File: src/rtl/vbb_pkg.sv
// vbb_pkg: shared constants and types of the vertical box blur unit
// no dependencies; compiled first

package vbb_pkg;

    // default sizes of the unit
    localparam int MAX_WIDTH_DEFAULT  = 1024;
    localparam int MAX_RADIUS_DEFAULT = 8;
    localparam int PIXEL_BITS_DEFAULT = 16;

    // beat field widths
    localparam int PIX_FIELD_BITS = 16;

    // configuration registers
    localparam int CFG_INDEX_BITS  = 2;
    localparam int CFG_DATA_BITS   = 11;
    localparam int CFG_WIDTH_BITS  = 11;
    localparam int CFG_HEIGHT_BITS = 11;
    localparam int CFG_RADIUS_BITS = 4;

    localparam int IMAGE_WIDTH_RESET  = 1024;
    localparam int IMAGE_HEIGHT_RESET = 1024;
    localparam int BLUR_RADIUS_RESET  = 1;

    typedef enum logic [CFG_INDEX_BITS-1:0] {
        CFG_IMAGE_WIDTH  = 2'd0,
        CFG_IMAGE_HEIGHT = 2'd1,
        CFG_BLUR_RADIUS  = 2'd2
    } cfg_index_t;

    // per pixel control that travels with the pixel into the accumulator
    typedef struct packed {
        logic emit;         // pixel produces a result beat
        logic last;         // last result beat of the frame
        logic sum_valid;    // column sum holds data of this frame
        logic store_valid;  // line store slot holds data of this frame
    } vbb_flags_t;

endpackage

File: src/rtl/vbb_stream_if.sv


interface vbb_out_if;
    logic                               valid;
    logic                               ready;
    logic [vbb_pkg::PIX_FIELD_BITS-1:0] pixel_out;
    logic                               frame_end;

    modport source (output valid, output pixel_out, output frame_end, input ready);
    modport sink (input valid, input pixel_out, input frame_end, output ready);
endinterface

File: src/rtl/vbb_divide.sv
// vbb_divide: division of the column total by 2*radius+1 through a reciprocal table
// two stages (table lookup, multiply into the output beat register); uses vbb_pkg, vbb_out_if

module vbb_divide #(
    parameter int MAX_RADIUS = vbb_pkg::MAX_RADIUS_DEFAULT,
    parameter int PIXEL_BITS = vbb_pkg::PIXEL_BITS_DEFAULT
) (
    input  logic                                  clk,
    input  logic                                  rst_n,
    input  logic                                  in_valid,
    input  logic [PIXEL_BITS+$clog2(2*MAX_RADIUS+2)-1:0] in_total,
    input  logic [$clog2(MAX_RADIUS+1)-1:0]       in_radius,
    input  logic                                  in_last,
    output logic                                  in_free,
    vbb_out_if.source                             out_stream
);

    localparam int DIV_BITS  = $clog2(2 * MAX_RADIUS + 2);
    localparam int SUM_BITS  = PIXEL_BITS + DIV_BITS;
    localparam int RAD_BITS  = $clog2(MAX_RADIUS + 1);
    localparam int SHIFT     = SUM_BITS + DIV_BITS;
    localparam int M_BITS    = SHIFT + 1;
    localparam int PROD_BITS = SUM_BITS + M_BITS;
    localparam int TBL_DEPTH = 2**RAD_BITS;

    logic [M_BITS-1:0] recip_tbl [TBL_DEPTH];

    // ceil(2^SHIFT / (2r+1)) is exact for every total below 2^SUM_BITS;
    // radius zero uses 2^SHIFT so the pixel passes unchanged
    for (genvar i = 0; i < TBL_DEPTH; i++)
    begin : g_recip
        localparam logic [63:0] DIVISOR = 64'(2 * i + 1);
        localparam logic [63:0] RECIP   = (i == 0) ? (64'd1 << SHIFT) :
                                          (i <= MAX_RADIUS) ?
                                          (((64'd1 << SHIFT) + DIVISOR - 64'd1) / DIVISOR) :
                                          64'd0;
        assign recip_tbl[i] = M_BITS'(RECIP);
    end

    logic                  s2_valid_reg;
    logic [SUM_BITS-1:0]   s2_total_reg;
    logic [M_BITS-1:0]     s2_recip_reg;
    logic                  s2_last_reg;

    logic                  out_valid_reg;
    logic [PROD_BITS-1:0]  prod_reg;
    logic                  out_last_reg;

    logic                  s3_free;

    assign s3_free = !out_valid_reg || out_stream.ready;
    assign in_free = !s2_valid_reg || s3_free;

    always_ff @(posedge clk)
    begin
        if (in_valid && in_free)
        begin
            s2_total_reg <= in_total;
            s2_recip_reg <= recip_tbl[in_radius];
            s2_last_reg  <= in_last;
        end
        if (s2_valid_reg && s3_free)
        begin
            prod_reg     <= PROD_BITS'(s2_total_reg) * PROD_BITS'(s2_recip_reg);
            out_last_reg <= s2_last_reg;
        end
    end

    always_ff @(posedge clk or negedge rst_n)
    begin
        if (!rst_n)
        begin
            s2_valid_reg  <= 1'b0;
            out_valid_reg <= 1'b0;
        end
        else
        begin
            if (in_free)
                s2_valid_reg <= in_valid;
            if (s3_free)
                out_valid_reg <= s2_valid_reg;
        end
    end

    assign out_stream.valid     = out_valid_reg;
    assign out_stream.pixel_out = vbb_pkg::PIX_FIELD_BITS'(prod_reg[SHIFT +: PIXEL_BITS]);
    assign out_stream.frame_end = out_last_reg;

endmodule

File: src/flat_wrapper.sv
// flat-port wrapper written by rule: the top's interface ports become plain ports
module vbb_divide_flat 
#(
    parameter int MAX_RADIUS = vbb_pkg::MAX_RADIUS_DEFAULT,
    parameter int PIXEL_BITS = vbb_pkg::PIXEL_BITS_DEFAULT
)
  (clk, rst_n, in_valid, in_total, in_radius, in_last, in_free, out_stream_valid, out_stream_pixel_out, out_stream_frame_end, out_stream_ready);
  vbb_out_if out_stream_i ();
  input  logic clk;
  input  logic rst_n;
  input  logic in_valid;
  input  logic [PIXEL_BITS+$clog2(2*MAX_RADIUS+2)-1:0] in_total;
  input  logic [$clog2(MAX_RADIUS+1)-1:0] in_radius;
  input  logic in_last;
  output logic in_free;
  output wire logic [$bits(out_stream_i.valid)-1:0] out_stream_valid;
  output wire logic [$bits(out_stream_i.pixel_out)-1:0] out_stream_pixel_out;
  output wire logic [$bits(out_stream_i.frame_end)-1:0] out_stream_frame_end;
  input wire logic [$bits(out_stream_i.ready)-1:0] out_stream_ready;
  assign out_stream_valid = out_stream_i.valid;
  assign out_stream_pixel_out = out_stream_i.pixel_out;
  assign out_stream_frame_end = out_stream_i.frame_end;
  assign out_stream_i.ready = out_stream_ready;
  vbb_divide #(.MAX_RADIUS(MAX_RADIUS), .PIXEL_BITS(PIXEL_BITS)) u_core (.clk(clk), .rst_n(rst_n), .in_valid(in_valid), .in_total(in_total), .in_radius(in_radius), .in_last(in_last), .in_free(in_free), .out_stream(out_stream_i));
endmodule
File: config.mk
export PLATFORM = sky130hd
export DESIGN_NAME = vbb_divide_flat
export DESIGN_NICKNAME = d
export VERILOG_FILES = /design/src/rtl/vbb_pkg.sv /design/src/rtl/vbb_stream_if.sv /design/src/rtl/vbb_divide.sv /design/src/flat_wrapper.sv
export SDC_FILE = /design/constraint.sdc
export NUM_CORES = 1
export LEC_CHECK = 0
export BUFFER_PORTS_ARGS = -buffer_cell sky130_fd_sc_hd__buf_2
export CORE_UTILIZATION = 55
export CTS_CLUSTER_DIAMETER = 60
export CTS_CLUSTER_SIZE = 10
export DETAILED_ROUTE_END_ITERATION = 7
export PLACE_DENSITY = 0.74
export SYNTH_ARGS = -nofsm -noshare
export SYNTH_HDL_FRONTEND = slang
export SYNTH_SLANG_ARGS = --single-unit
File: constraint.sdc
create_clock -name clk -period 10.5 [get_ports clk]
set_input_delay 0 -clock clk [delete_from_list [all_inputs] [get_ports clk]]
set_output_delay 0 -clock clk [all_outputs]
set_load 0.01 [all_outputs]
==> summary.md <==
| Metric | Value |
|---|---|
| Setup TNS | 0 ns |
| CTS Buf Count | 9 |
| CP endpoint kind | register |
| Largest register FFs | 26 |
| Port Buf Inserts | 48 |
| Routed wire per std cell | 18.6 microns |
| Crit path time final | between 7 and 8 ns |
| Fmax achieved | 128 MHz |
| Die ar. | approximately 35000 sq um |
| Drt via density | 5.47 |
| Worst r2r path cells | 21 |
| Total Routed Length | 44.1 mm |
| Die Wd | 186 microns |
| Most frequent cell after synthesis | inv_1 |
| Outcome | complete, no violations |
| Final Slew Violations | 0 |
| Top cell type's share of synthesized area | 0.476 |
| Root buf cell | clkbuf_16 |
| Seq/Total Area, Yosys | 0.108 |
| Worst path arrival time | 7.92 ns |
| Most frequent cells after synthesis | inv_1, fa_1, and2_1 |
| Global placement routability congestion | 0.835 |
| Clk pin slew, worst setup/hold paths | 0.08 ns |
| Reg-to-reg setup timing slack | 2.69 ns |
| CTS tree | done |
| Maxcap violations | 0 |
| Critical path's top delay family | adder cells |
| Core Box Area | between 30000 and 40000 sq um |
| Register bit total from synthesis | 67 |
| Synth area leaders | fa_1, edfxtp_1, and2_1 |
| Hold Vio Cnt, Final | 0 |
| RSZ-0062 raised after global routing | no |
| Most common cell on crit path | fa_1 |
| Startpoint Class | register |
| IO Pins | 49 |
| Gr ovfl total | 0 |
| Post-CTS repair timing setup buffer count | 0 |
| Hold Crit Depth | 2 |
| Post-route setup slack | 2.69 ns |
| CP max stage delay | 1.22 ns |
| Largest net degree at the start of global routing | a little under 50 |
| Worst skew pair latency | 0.37 ns |
| # rows | 66 |
| Longest Clk Path Bufs | 2 |
| Ant. Diodes | 0 |
| Worst slack, placed | between 2 and 3 ns |
| Gr usage total | 0.285 |
| Mapped Area | 18600 sq um |
| Share of layout cells above drive strength 1 | 0.0425 |
| Clock Sinks | 67 |
| CP max FO | 26 |
| Period Utilization, post-route | 0.743 |
| Least-Margin Pin Slew | 1.30 ns |
| Clock skew | 0.0156 ns |
| Post-route antenna net violation count | 0 |
| Number of synthesized flops with an enable pin | 65 |
| DRC Markers | 0 |
| Crit path kind | reg -> reg |
| Synthesized instance count | 1927 |
| Post-CTS resize count | 0 |
| Most used DFF post-synth | edfxtp_1 |
| Slew margin rel. | 0.130 |
| Syn_nets | between 2000 and 3000 |
| Endpoints failing setup | 0 |
| Initial antenna violation count | 1 |
| DR iter-0 viols | 786 |
| Critical Path Slowest Stage Cell | edfxtp_1 |
| Post-DP HPWL | 32.8 mm |
| First-pass GRT wire length | 74.2 mm |
| Fill cell count | 2864 |
| Min-delay src | in_radius[0] |
| R2R Path Start | u_core.s2_total_reg[6] |
| FFs w/ async S/R, synth | 0.0299 |
| Worst EP required | 10.62 ns |
| Number of iterations in the first detailed-routing pass | 5 |
| Area leader, netlist | fa_1 |
| Min-delay worst type | in -> reg |
| Layout Area Growth over Synthesis | 5.72% |
| Hold-fix buffers, CTS | 28 |
| Hold Path End | u_core.s2_recip_reg[26] |
| RR Endpoint | u_core.prod_reg[41] |
| Final nets | 2530 |
| H-Tree Depth | 3 |
| Critical-path cell list | nand2_1 -> fa_1 -> fa_1 -> fa_1 -> inv_1 -> fa_1 -> fa_1 -> fa_1 -> inv_1 -> fa_1 -> inv_1 -> ha_1 -> and3_1 -> nand4_1 -> or4_1 -> a211oi_1 -> o31ai_1 -> buf_4 -> o21ai_1 -> o41ai_2 -> xnor2_1 |
| Buf/Inv on CP | 4 |
| Yosys warnings | 0 |
| Vias in the first global route | 14800 |
| Post-synth cell types | 50 |
| Vias post-DR | around 13000 |
| Starting Density | 0.565 |
| Die height | 186 microns |
| Average size of a mapped cell | 9.64 sq um |
[cell usage in the layout, fill, tap and decap left out, types with 5 or more instances in the layout]
cell           netlist  final
a211oi_1             6      6
nand2_1            259    259
buf_2                0     48
xnor2_1             19     19
o21ai_1              5      5
a21o_1               9      9
a21oi_1             28     28
and2_1             296    295
nor2_1              22     22
nand2b_1             6      6
xor2_1               8      8
ha_1               134    134
dlygate4sd3_1        0     28
edfxtp_1            65     65
inv_1              465    465
nor2b_1              5      5
o21ai_0             11     11
fa_1               442    442
buf_4                1      6
clkbuf_16            0      9
[layout make-up]
cell class                 instances  area (sq um)  share of cell area
tap                              442           553              0.0282
sequential                        67          2000               0.102
clock buffer                       9           225              0.0115
multi-input combinational       1298         14500               0.736
clock inverter                     7          81.3             0.00414
inverter                         466          1750              0.0891
timing repair buffer              82           566              0.0288
[cell families (layout without fill, tap and decap cells)]
logic type | count (synthesis) | count (layout) | synth area share
AO/OA/AOI/OAI | 82 | 82 | 0.0296
buffers and inverters | 562 | 564 | 0.114
AND/OR/NAND/NOR | 611 | 611 | 0.169
multiplexers | 2 | 2 | 0.00108
flip-flops | 67 | 67 | 0.108
XOR/XNOR | 27 | 27 | 0.0127
adder cells (fa/ha/maj) | 576 | 576 | 0.567
[metrics by stage]
| step | hold WS [ns] | std cells | util | cell area (sq um) |
|---|---|---|---|---|
| floorplan | -0.296 | 1927 | - | 18600 |
| global placement | -0.215 | 2327 | 0.580 | 19100 |
| detailed placement | -0.212 | 2327 | 0.580 | 19100 |
| CTS | 0.0319 | 2371 | 0.598 | 19600 |
| global route | 0.0493 | 2371 | 0.598 | 19600 |
| finish | 0.0484 | 2371 | 0.598 | 19600 |
[worst max-delay path by stage]
stage	cells after the start	startpoint	slack, ns	endpoint
after floorplan	24	u_core.s2_total_reg[13]	4.02	u_core.prod_reg[40]
after global placement	21	u_core.s2_total_reg[6]	3.03	u_core.prod_reg[40]
after detailed placement	21	u_core.s2_total_reg[6]	2.83	u_core.prod_reg[41]
after CTS	21	u_core.s2_total_reg[6]	2.77	u_core.prod_reg[41]
after global routing	21	u_core.s2_total_reg[6]	2.46	u_core.prod_reg[40]
final	21	u_core.s2_total_reg[6]	2.69	u_core.prod_reg[41]
[metal layers]
metal	vias to the layer above	global-route usage	share of wire
li1	5589	-	-
met1	6800	0.343	0.38
met2	449	0.507	0.52
met3	123	0.0378	0.052
met4	0	0.137	0.046
met5	-	0	0
Power is not shown: default switching activity piles up to over one toggle a cycle in this logic, so the estimate is an artifact.
