<file path="src/rtl/vbb_pkg.sv">
// vbb_pkg: shared constants and types of the vertical box blur unit
// no dependencies; compiled first

package vbb_pkg;

    // default sizes of the unit
    localparam int MAX_WIDTH_DEFAULT  = 1024;
    localparam int MAX_RADIUS_DEFAULT = 8;
    localparam int PIXEL_BITS_DEFAULT = 16;

    // beat field widths
    localparam int PIX_FIELD_BITS = 16;

    // configuration registers
    localparam int CFG_INDEX_BITS  = 2;
    localparam int CFG_DATA_BITS   = 11;
    localparam int CFG_WIDTH_BITS  = 11;
    localparam int CFG_HEIGHT_BITS = 11;
    localparam int CFG_RADIUS_BITS = 4;

    localparam int IMAGE_WIDTH_RESET  = 1024;
    localparam int IMAGE_HEIGHT_RESET = 1024;
    localparam int BLUR_RADIUS_RESET  = 1;

    typedef enum logic [CFG_INDEX_BITS-1:0] {
        CFG_IMAGE_WIDTH  = 2'd0,
        CFG_IMAGE_HEIGHT = 2'd1,
        CFG_BLUR_RADIUS  = 2'd2
    } cfg_index_t;

    // per pixel control that travels with the pixel into the accumulator
    typedef struct packed {
        logic emit;         // pixel produces a result beat
        logic last;         // last result beat of the frame
        logic sum_valid;    // column sum holds data of this frame
        logic store_valid;  // line store slot holds data of this frame
    } vbb_flags_t;

endpackage

</file>
<file path="src/rtl/vbb_seq.sv">
// vbb_seq: configuration registers, frame latch and raster position tracking
// decodes each input beat into column, line store slot and control flags; uses vbb_pkg

module vbb_seq #(
    parameter int MAX_WIDTH  = vbb_pkg::MAX_WIDTH_DEFAULT,
    parameter int MAX_RADIUS = vbb_pkg::MAX_RADIUS_DEFAULT,
    parameter int PIXEL_BITS = vbb_pkg::PIXEL_BITS_DEFAULT
) (
    input  logic                               clk,
    input  logic                               rst_n,
    input  logic                               cfg_write_en,
    input  logic [vbb_pkg::CFG_INDEX_BITS-1:0] cfg_index,
    input  logic [vbb_pkg::CFG_DATA_BITS-1:0]  cfg_data,
    input  logic                               accept,
    input  logic [vbb_pkg::PIX_FIELD_BITS-1:0] pixel_in,
    input  logic                               frame_start,
    output logic                               item_live,
    output logic [$clog2(MAX_WIDTH)-1:0]       item_col,
    output logic [$clog2(2*MAX_RADIUS*MAX_WIDTH)-1:0] item_slot,
    output logic [PIXEL_BITS-1:0]              item_pixel,
    output logic [$clog2(MAX_RADIUS+1)-1:0]    item_radius,
    output vbb_pkg::vbb_flags_t                item_flags
);

    localparam int COL_BITS  = $clog2(MAX_WIDTH);
    localparam int W_BITS    = $clog2(MAX_WIDTH + 1);
    localparam int RAD_BITS  = $clog2(MAX_RADIUS + 1);
    localparam int PH_BITS   = $clog2(2 * MAX_RADIUS);
    localparam int ADDR_BITS = $clog2(2 * MAX_RADIUS * MAX_WIDTH);
    localparam int H_BITS    = vbb_pkg::CFG_HEIGHT_BITS;
    localparam int ROW_BITS  = $clog2(2**H_BITS + MAX_RADIUS);

    localparam int RESET_WIDTH  = (vbb_pkg::IMAGE_WIDTH_RESET > MAX_WIDTH) ?
                                  MAX_WIDTH : vbb_pkg::IMAGE_WIDTH_RESET;
    localparam int RESET_RADIUS = (vbb_pkg::BLUR_RADIUS_RESET > MAX_RADIUS) ?
                                  MAX_RADIUS : vbb_pkg::BLUR_RADIUS_RESET;

    logic [vbb_pkg::CFG_WIDTH_BITS-1:0]  cfg_width_reg;
    logic [vbb_pkg::CFG_HEIGHT_BITS-1:0] cfg_height_reg;
    logic [vbb_pkg::CFG_RADIUS_BITS-1:0] cfg_radius_reg;

    logic [W_BITS-1:0]    use_width_reg;
    logic [H_BITS-1:0]    use_height_reg;
    logic [RAD_BITS-1:0]  use_radius_reg;

    logic [COL_BITS-1:0]  col_reg, col_next;
    logic [ROW_BITS-1:0]  row_reg, row_next;
    logic [PH_BITS-1:0]   phase_reg, phase_next;
    logic [ADDR_BITS-1:0] base_reg, base_next;

    logic [W_BITS-1:0]    sat_width, eff_width;
    logic [H_BITS-1:0]    sat_height, eff_height;
    logic [RAD_BITS-1:0]  sat_radius, eff_radius;

    logic [COL_BITS-1:0]  pos_col;
    logic [ROW_BITS-1:0]  pos_row;
    logic [PH_BITS-1:0]   pos_phase;
    logic [ADDR_BITS-1:0] pos_base;
    logic [ROW_BITS-1:0]  row_limit;
    logic                 col_end;
    logic                 phase_end;

    always_ff @(posedge clk or negedge rst_n)
    begin
        if (!rst_n)
        begin
            cfg_width_reg  <= vbb_pkg::CFG_WIDTH_BITS'(vbb_pkg::IMAGE_WIDTH_RESET);
            cfg_height_reg <= vbb_pkg::CFG_HEIGHT_BITS'(vbb_pkg::IMAGE_HEIGHT_RESET);
            cfg_radius_reg <= vbb_pkg::CFG_RADIUS_BITS'(vbb_pkg::BLUR_RADIUS_RESET);
        end
        else if (cfg_write_en)
        begin
            unique case (cfg_index)
                vbb_pkg::CFG_IMAGE_WIDTH:
                    cfg_width_reg <= cfg_data[vbb_pkg::CFG_WIDTH_BITS-1:0];
                vbb_pkg::CFG_IMAGE_HEIGHT:
                    cfg_height_reg <= cfg_data[vbb_pkg::CFG_HEIGHT_BITS-1:0];
                vbb_pkg::CFG_BLUR_RADIUS:
                    cfg_radius_reg <= cfg_data[vbb_pkg::CFG_RADIUS_BITS-1:0];
                default:
                begin
                end
            endcase
        end
    end

    // clamp registers into the supported range
    always_comb
    begin
        if (cfg_width_reg == '0)
            sat_width = W_BITS'(1);
        else if (32'(cfg_width_reg) > MAX_WIDTH)
            sat_width = W_BITS'(MAX_WIDTH);
        else
            sat_width = W_BITS'(cfg_width_reg);

        if (cfg_height_reg == '0)
            sat_height = H_BITS'(1);
        else
            sat_height = cfg_height_reg;

        if (32'(cfg_radius_reg) > MAX_RADIUS)
            sat_radius = RAD_BITS'(MAX_RADIUS);
        else
            sat_radius = RAD_BITS'(cfg_radius_reg);
    end

    // a frame start beat sees a fresh frame at row 0, column 0
    always_comb
    begin
        eff_width  = frame_start ? sat_width  : use_width_reg;
        eff_height = frame_start ? sat_height : use_height_reg;
        eff_radius = frame_start ? sat_radius : use_radius_reg;
        pos_col    = frame_start ? '0 : col_reg;
        pos_row    = frame_start ? '0 : row_reg;
        pos_phase  = frame_start ? '0 : phase_reg;
        pos_base   = frame_start ? '0 : base_reg;

        row_limit  = ROW_BITS'(eff_height) + ROW_BITS'(eff_radius);
        col_end    = (32'(pos_col) + 32'd1) >= 32'(eff_width);
        phase_end  = (32'(pos_phase) + 32'd1) >= (32'd2 * 32'(eff_radius));

        item_live   = pos_row < row_limit;
        item_col    = pos_col;
        item_slot   = pos_base + ADDR_BITS'(pos_col);
        item_radius = eff_radius;
        item_pixel  = (pos_row < ROW_BITS'(eff_height)) ? pixel_in[PIXEL_BITS-1:0] : '0;

        item_flags.emit        = pos_row >= ROW_BITS'(eff_radius);
        item_flags.last        = (pos_row == row_limit - ROW_BITS'(1)) && col_end;
        item_flags.sum_valid   = (pos_row != '0) && (eff_radius != '0);
        item_flags.store_valid = (eff_radius != '0) &&
                                 (32'(pos_row) >= (32'd2 * 32'(eff_radius)));

        if (col_end)
        begin
            col_next = '0;
            row_next = pos_row + ROW_BITS'(1);
            if (phase_end)
            begin
                phase_next = '0;
                base_next  = '0;
            end
            else
            begin
                phase_next = pos_phase + PH_BITS'(1);
                base_next  = pos_base + ADDR_BITS'(MAX_WIDTH);
            end
        end
        else
        begin
            col_next   = pos_col + COL_BITS'(1);
            row_next   = pos_row;
            phase_next = pos_phase;
            base_next  = pos_base;
        end
    end

    always_ff @(posedge clk or negedge rst_n)
    begin
        if (!rst_n)
        begin
            use_width_reg  <= W_BITS'(RESET_WIDTH);
            use_height_reg <= H_BITS'(vbb_pkg::IMAGE_HEIGHT_RESET);
            use_radius_reg <= RAD_BITS'(RESET_RADIUS);
            col_reg        <= '0;
            row_reg        <= '0;
            phase_reg      <= '0;
            base_reg       <= '0;
        end
        else if (accept)
        begin
            if (frame_start)
            begin
                use_width_reg  <= sat_width;
                use_height_reg <= sat_height;
                use_radius_reg <= sat_radius;
            end
            // past the padding rows the position freezes until the next frame
            if (item_live)
            begin
                col_reg   <= col_next;
                row_reg   <= row_next;
                phase_reg <= phase_next;
                base_reg  <= base_next;
            end
        end
    end

endmodule

</file>
<file path="config.mk">
export PLATFORM = sky130hd
export DESIGN_NAME = vbb_seq
export DESIGN_NICKNAME = d
export VERILOG_FILES = /design/src/rtl/vbb_pkg.sv /design/src/rtl/vbb_seq.sv
export SDC_FILE = /design/constraint.sdc
export NUM_CORES = 1
export LEC_CHECK = 0
export BUFFER_PORTS_ARGS = -buffer_cell sky130_fd_sc_hd__buf_4
export CAP_MARGIN = 20
export CORE_UTILIZATION = 40
export CTS_CLUSTER_DIAMETER = 80
export DETAILED_ROUTE_END_ITERATION = 8
export HOLD_SLACK_MARGIN = 0.08
export PLACE_DENSITY = 0.67
export SLEW_MARGIN = 20
export SYNTH_ARGS = -nofsm -noshare
export SYNTH_HDL_FRONTEND = slang
export SYNTH_SLANG_ARGS = --single-unit
</file>
<file path="constraint.sdc">
create_clock -name clk -period 8.84 [get_ports clk]
set_input_delay 2.652 -clock clk [delete_from_list [all_inputs] [get_ports clk]]
set_output_delay 2.652 -clock clk [all_outputs]
set_load 0.1 [all_outputs]
</file>
==> impl_metrics.ini, run 1 <==
[outcome]
status = finished clean

[worst_setup_path]
crit_start = frame_start
crit_type = primary input to output pin
cp.arrival_ns = 5.99
worstPathCellList = buf_4 -> inv_1 -> buf_4 -> nand2_1 -> clkinvlp_4 -> ha_4 -> a21o_1 -> a21oi_1 -> o21ai_0 -> a21oi_1 -> o21ai_0 -> a211o_1 -> a21oi_1 -> nand2b_1 -> xnor2_4 -> buf_4
crit_path_max_incr_delay_ns = 0.34
path_delay_family = compound AO/OA/AOI/OAI gates
required_ns = 6.19
timing.critical_path.buf_inv = 5
end_kind = output pin
cp_max_fo = 21
reg2reg_from = cfg_height_reg[7]
crit_path_top_delay_cell = a211o_1
cp-start-kind = primary input

[flow_run]
cap_violations = 0

[cts]
cts_buffer_depth = 2
cts_sinks = 92
cts_hold_buf = 0
numCtsBuffers = 9
cts.clk_slew.worst_paths_ns = 0.06
cts_tree = built
clockRootBuffer = clkbuf_16
h-tree-depth = 3
insertion_delay_ns = 0.35

[finish]
nets = 934
finish.instance_area_sq_um = 8410
largest_reg_flops = 14
layoutNonFillerInstCount = 1059
fin_util = 0.506
area_growth_pct = 23.1
diodes = 0
layout-drive-gt1-share = 0.267

[power_and_ir_drop]
totalPowerFinal_mw = 1.44
pwr_density_cell_nw_per_um2 = 171
peakVddDrop_v = 0.000140
p_leak_nw = 3.92

[routing]
vias_per_cell = 5.34
wirelength_mm = 16.4
num_vias = 5651
antenna_left = 0
routedWlPerCell_um = 15.5
first_iter_violations = 410
drt-pass1-iter-count = 5
drc = 0

[logic_synthesis]
synth_area_leaders = dfrtp_1 (31%), ha_1 (12%), mux2_2 (4.9%)
ys_ff_latch = 92
synth-edff-count = 0
synth_area_sq_um = 6830
synth_common_cells = dfrtp_1 (86), ha_1 (64), nand2_1 (61)
synth-seq-area-share = 0.338
yosys.area.top_type = dfrtp_1
synth_fp_nets = 848
postSynthCellCount = 748
synth_flop_cell = dfrtp_1
netlist.area_leader.share = 0.315
yosysMostFrequentCell = dfrtp_1
synth.distinct_cells = 68
async_flop_share = 1.00
synth_area_per_cell_sq_um = 9.14
yosys_warnings = 0

[die]
die_width_um = 133
die_y_um = 133
die_area_sq_um = 17600
start_util = 0.411
ios = 83
design.core.area_sq_um = 16600
rows = 47

[worst_hold_path]
worstHoldStart = col_reg[9]
hold_class = register to register

[grt]
grt_pass1_vias = 5445
gr-total-overflow = 0
antenna_found_initial = 0
grt_pass1_wl_mm = 27.9
grt_max_degree = 77
grt.total_usage = 0.198

[timing]
rsz0062_at_grt = true
setup_viol_count_final = 0
finalClockSkew_ns = 0.00651
finalCriticalPeriod_ns = 8.64
fmax_mhz = 116
slew_viol_final = 0
slew_headroom = 0.353
layout_worst_path_cycle_share = 0.978
hold_viol = 0
fin_ws_ns = 0.196
tightest_slew_ns = 0.970

[placed_design]
placed_cell_area_sq_um = 8120
portBuffers = 82
dp_slack_ns = 0.149
globalplace.congestion = 0.829
dp_cells = 1041
dp_hpwl_mm = 12.3
[report_power, final]
part	total, mW	switching (mW)	leakage [nW]	internal [mW]
clock network	0.351	0.161	0.124	0.190
registers	0.513	0.0393	1.15	0.473
logic	0.573	0.351	2.64	0.222
total	1.44	0.551	3.92	0.885
[worst min-delay path: cells and delay by family (launching register included)]
kind / cells / cell delay [ns]
AO/OA/AOI/OAI: 1 / 0.06
flip-flops: 1 / 0.34
AND/OR/NAND/NOR: 1 / 0.05
[metal layers]
| layer | up-vias | part of all wire | track usage |
|---|---|---|---|
| li1 | 2825 | - | - |
| met1 | 2691 | 0.48 | 0.277 |
| met2 | 108 | 0.45 | 0.305 |
| met3 | 27 | 0.035 | 0.0322 |
| met4 | 0 | 0.030 | 0.0754 |
| met5 | - | 0 | 0 |
[layout by cell type (no fill, tap or decap), types with 4 or more instances in the layout]
| master | instances |
|---|---|
| a21oi_1 | 58 |
| mux2_2 | 30 |
| clkbuf_16 | 9 |
| xnor2_2 | 9 |
| and3_1 | 15 |
| buf_4 | 104 |
| o21ai_0 | 36 |
| nand3_1 | 23 |
| ha_1 | 58 |
| nor2_1 | 54 |
| o21a_1 | 5 |
| nand2_1 | 61 |
| clkbuf_1 | 4 |
| or4_1 | 4 |
| nor4_1 | 8 |
| xnor2_4 | 5 |
| nor2b_2 | 4 |
| a21o_1 | 8 |
| clkinvlp_4 | 4 |
| nor3_1 | 9 |
| nand2b_1 | 7 |
| inv_1 | 32 |
| nor2b_1 | 36 |
| nand4_1 | 9 |
| ha_4 | 4 |
| a22o_1 | 6 |
| xor2_1 | 10 |
| xnor2_1 | 14 |
| dfstp_2 | 6 |
| o41ai_1 | 5 |
| and2_1 | 16 |
| mux2i_1 | 12 |
| nor2_2 | 5 |
| dfrtp_1 | 86 |
[worst paths after layout]
| check | endpoint | cells after the start | slack, ns |
|---|---|---|---|
| max in group asynchronous | row_reg[7] | 2 | 5.44 |
| hold / removal | col_reg[9] | 2 | 0.49 |
| setup / recovery | item_slot[11] | 16 | 0.20 |
| hold reg to reg | col_reg[9] | 2 | 0.49 |
| setup reg to reg | row_reg[11] | 18 | 3.89 |
| min in group asynchronous | use_radius_reg[2] | 1 | 2.16 |
[through the flow]
stage	hold slack [ns]	TNS, ns
2_1_floorplan	0.450	-1.37
3_3_place_gp	0.467	0
3_5_place_dp	0.475	0
4_1_cts	0.491	0
5_1_grt	0.514	-0.174
6_report	0.485	0
[kinds of logic after synthesis]
group           after synthesis  share of synthesized area
flops                        92                      0.338
buf+inv                      67                     0.0423
mux                          46                     0.0771
simple gates                276                      0.210
compound gates              159                      0.153
xor+xnor                     41                     0.0547
fa+ha+maj                    67                      0.124
[timing repair]
item | 4_1_cts | 5_1_grt
setup buffers | 0 | 2
setup endpoints to repair | 0 | 5
gates resized for setup | 0 | 8
[layout make-up]
| cell class | instances | area [sq um] |
|---|---|---|
| Clock buffer | 13 | 240 |
| Clock inverter | 3 | 17.5 |
| Fill cell | 1536 | 8230 |
| Inverter | 35 | 143 |
| Multi-Input combinational cell | 589 | 4600 |
| Sequential cell | 92 | 2310 |
| Tap cell | 220 | 275 |
| Timing Repair Buffer | 107 | 823 |
(Power assumes the default switching activity.)
==> inputs of run 2 (changes only) <==
- PLACE_DENSITY: 0.67 -> not set
==> impl_metrics.ini, run 2 (synthesis gave the netlist of run 1 again) <==
[die]
die_y_um = 133
rows = 47
design.core.area_sq_um = 16600
die_width_um = 133
start_util = 0.411
die_area_sq_um = 17600
ios = 83

[power_and_ir_drop]
peakVddDrop_v = 0.000131
p_int_mw = 0.891
seq_power_share = 0.349
pwr_density_cell_nw_per_um2 = 174
net-switching-power_mw = 0.581
clockPowerShare = 0.258
totalPowerFinal_mw = 1.47
power_frac_comb = 0.393
p_leak_nw = 3.95
p_sw_frac = 0.395

[cts]
insertion_delay_ns = 0.35
cts_sinks = 92
clockRootBuffer = clkbuf_16
h-tree-depth = 3
numCtsBuffers = 9
cts.clk_slew.worst_paths_ns = 0.07
cts_buffer_depth = 2
cts_tree = built

[placed_design]
portBuffers = 82
dp_slack_ns = 0.157
globalplace.congestion = 0.857
dp_hpwl_mm = 13.6

[grt]
antenna_found_initial = 0
grt_pass1_wl_mm = 29.0
grt_pass1_vias = 5738
grt.total_usage = 0.205
grt_max_degree = 62
gr-total-overflow = 0

[routing]
drt-pass1-iter-count = 5
drc = 0
wirelength_mm = 17.7
routedWlPerCell_um = 16.7
vias_per_cell = 5.42
first_iter_violations = 382
num_vias = 5746
antenna_left = 0

[timing]
finalCriticalPeriod_ns = 8.66
setup_viol_count_final = 0
fmax_mhz = 115
rsz0062_at_grt = true
hold_viol = 0
slew_headroom = 0.402
tightest_slew_ns = 0.894
slew_viol_final = 0
fin_ws_ns = 0.180
layout_worst_path_cycle_share = 0.980
finalClockSkew_ns = 0.0107

[worst_setup_path]
cp-start-kind = primary input
cp_max_fo = 8
crit_type = primary input to output pin
end_kind = output pin
r2r_slack_ns = 3.68
required_ns = 6.19
cp.arrival_ns = 6.01

[finish]
fill_cells = 1510
diodes = 0
final_common_cell = buf_4
seq_area_sq_um = 2310
multi_input_area_sq_um = 4610
area_growth_pct = 23.6
nets = 935
layout-drive-gt1-share = 0.273
layout_common_cells = buf_4 (106), dfrtp_1 (86), nand2_1 (61)
largest_reg_flops = 14

[flow_run]
cap_violations = 0

[worst_hold_path]
hold_class = register to register

[outcome]
status = finished clean
[run 2: cell count changes in the layout (fill, tap and decap cells not counted), sizes merged]
cell | previous run | this run
inv | 32 | 36
clkbuf | 13 | 9
clkinvlp | 4 | 3
clkinv | 2 | 3
buf | 107 | 108
[run 2: layout make-up]
| type | count | area share |
|---|---|---|
| clock buffers | 9 | 0.0267 |
| clock inverters | 7 | 0.00666 |
| inverters | 35 | 0.0169 |
| multi-input cells | 589 | 0.546 |
| flip-flops and latches | 92 | 0.273 |
| well taps | 220 | 0.0326 |
| repair buffers | 108 | 0.0979 |
[run 2: repair_timing]
item / CTS / global route
hold buffers: 0 / 0
buffers inserted: 0 / 1
endpoints found under the setup margin: 0 / 2
resized for setup: 0 / 8
hold endpoints to repair: 0 / 0
[run 2: worst max-delay path, cell delays in order]
cell	delay (ns)
buf_4	0.16
inv_1	0.11
nor2_1	0.22
a22o_2	0.19
ha_1	0.25
fa_2	0.30
nand3_4	0.10
a211oi_4	0.31
nand2_2	0.15
xnor2_2	0.16
ha_1	0.29
and3_1	0.17
nand2_1	0.07
a21oi_1	0.07
nor4_2	0.38
o2bb2ai_4	0.21
buf_12	0.21
[run 2: per-stage QoR]
stage	std cells	hold slack, ns	cell area (sq um)	utilization	TNS, ns
after floorplan	748	0.450	7240	-	-1.37
after global placement	1043	0.464	8120	0.488	0
after detailed placement	1043	0.479	8120	0.488	0
after CTS	1059	0.497	8400	0.505	0
after global routing	1060	0.514	8450	0.508	-0.0234
final	1060	0.491	8450	0.508	0
[run 2: power by group through the flow]
stage / Sequential, mW / Clock, mW / Combinational [mW]
detailed placement: 0.521 / 0 / 0.569
CTS: 0.513 / 0.388 / 0.571
global route: 0.519 / 0.403 / 0.630
finish: 0.514 / 0.380 / 0.579
floorplan: 0.507 / 0 / 0.434
global placement: 0.519 / 0 / 0.552
[run 2: path summary, 6_finish.rpt]
check,start,endpoint,depth (start not counted)
max,frame_start,item_live,17
min,base_reg[4],base_reg[4],1
max reg2reg,cfg_height_reg[7],row_reg[4],18
min reg2reg,base_reg[4],base_reg[4],1
max in group asynchronous,rst_n,row_reg[11],2
min in group asynchronous,rst_n,cfg_width_reg[6],1
[run 2: layer usage]
metal | track usage | vias up | wire, um
met2 | 0.335 | 121 | 8390
met3 | 0.0253 | 15 | 591
met5 | 0 | - | 0
li1 | - | 2831 | -
met1 | 0.283 | 2779 | 8470
met4 | 0.0645 | 0 | 214
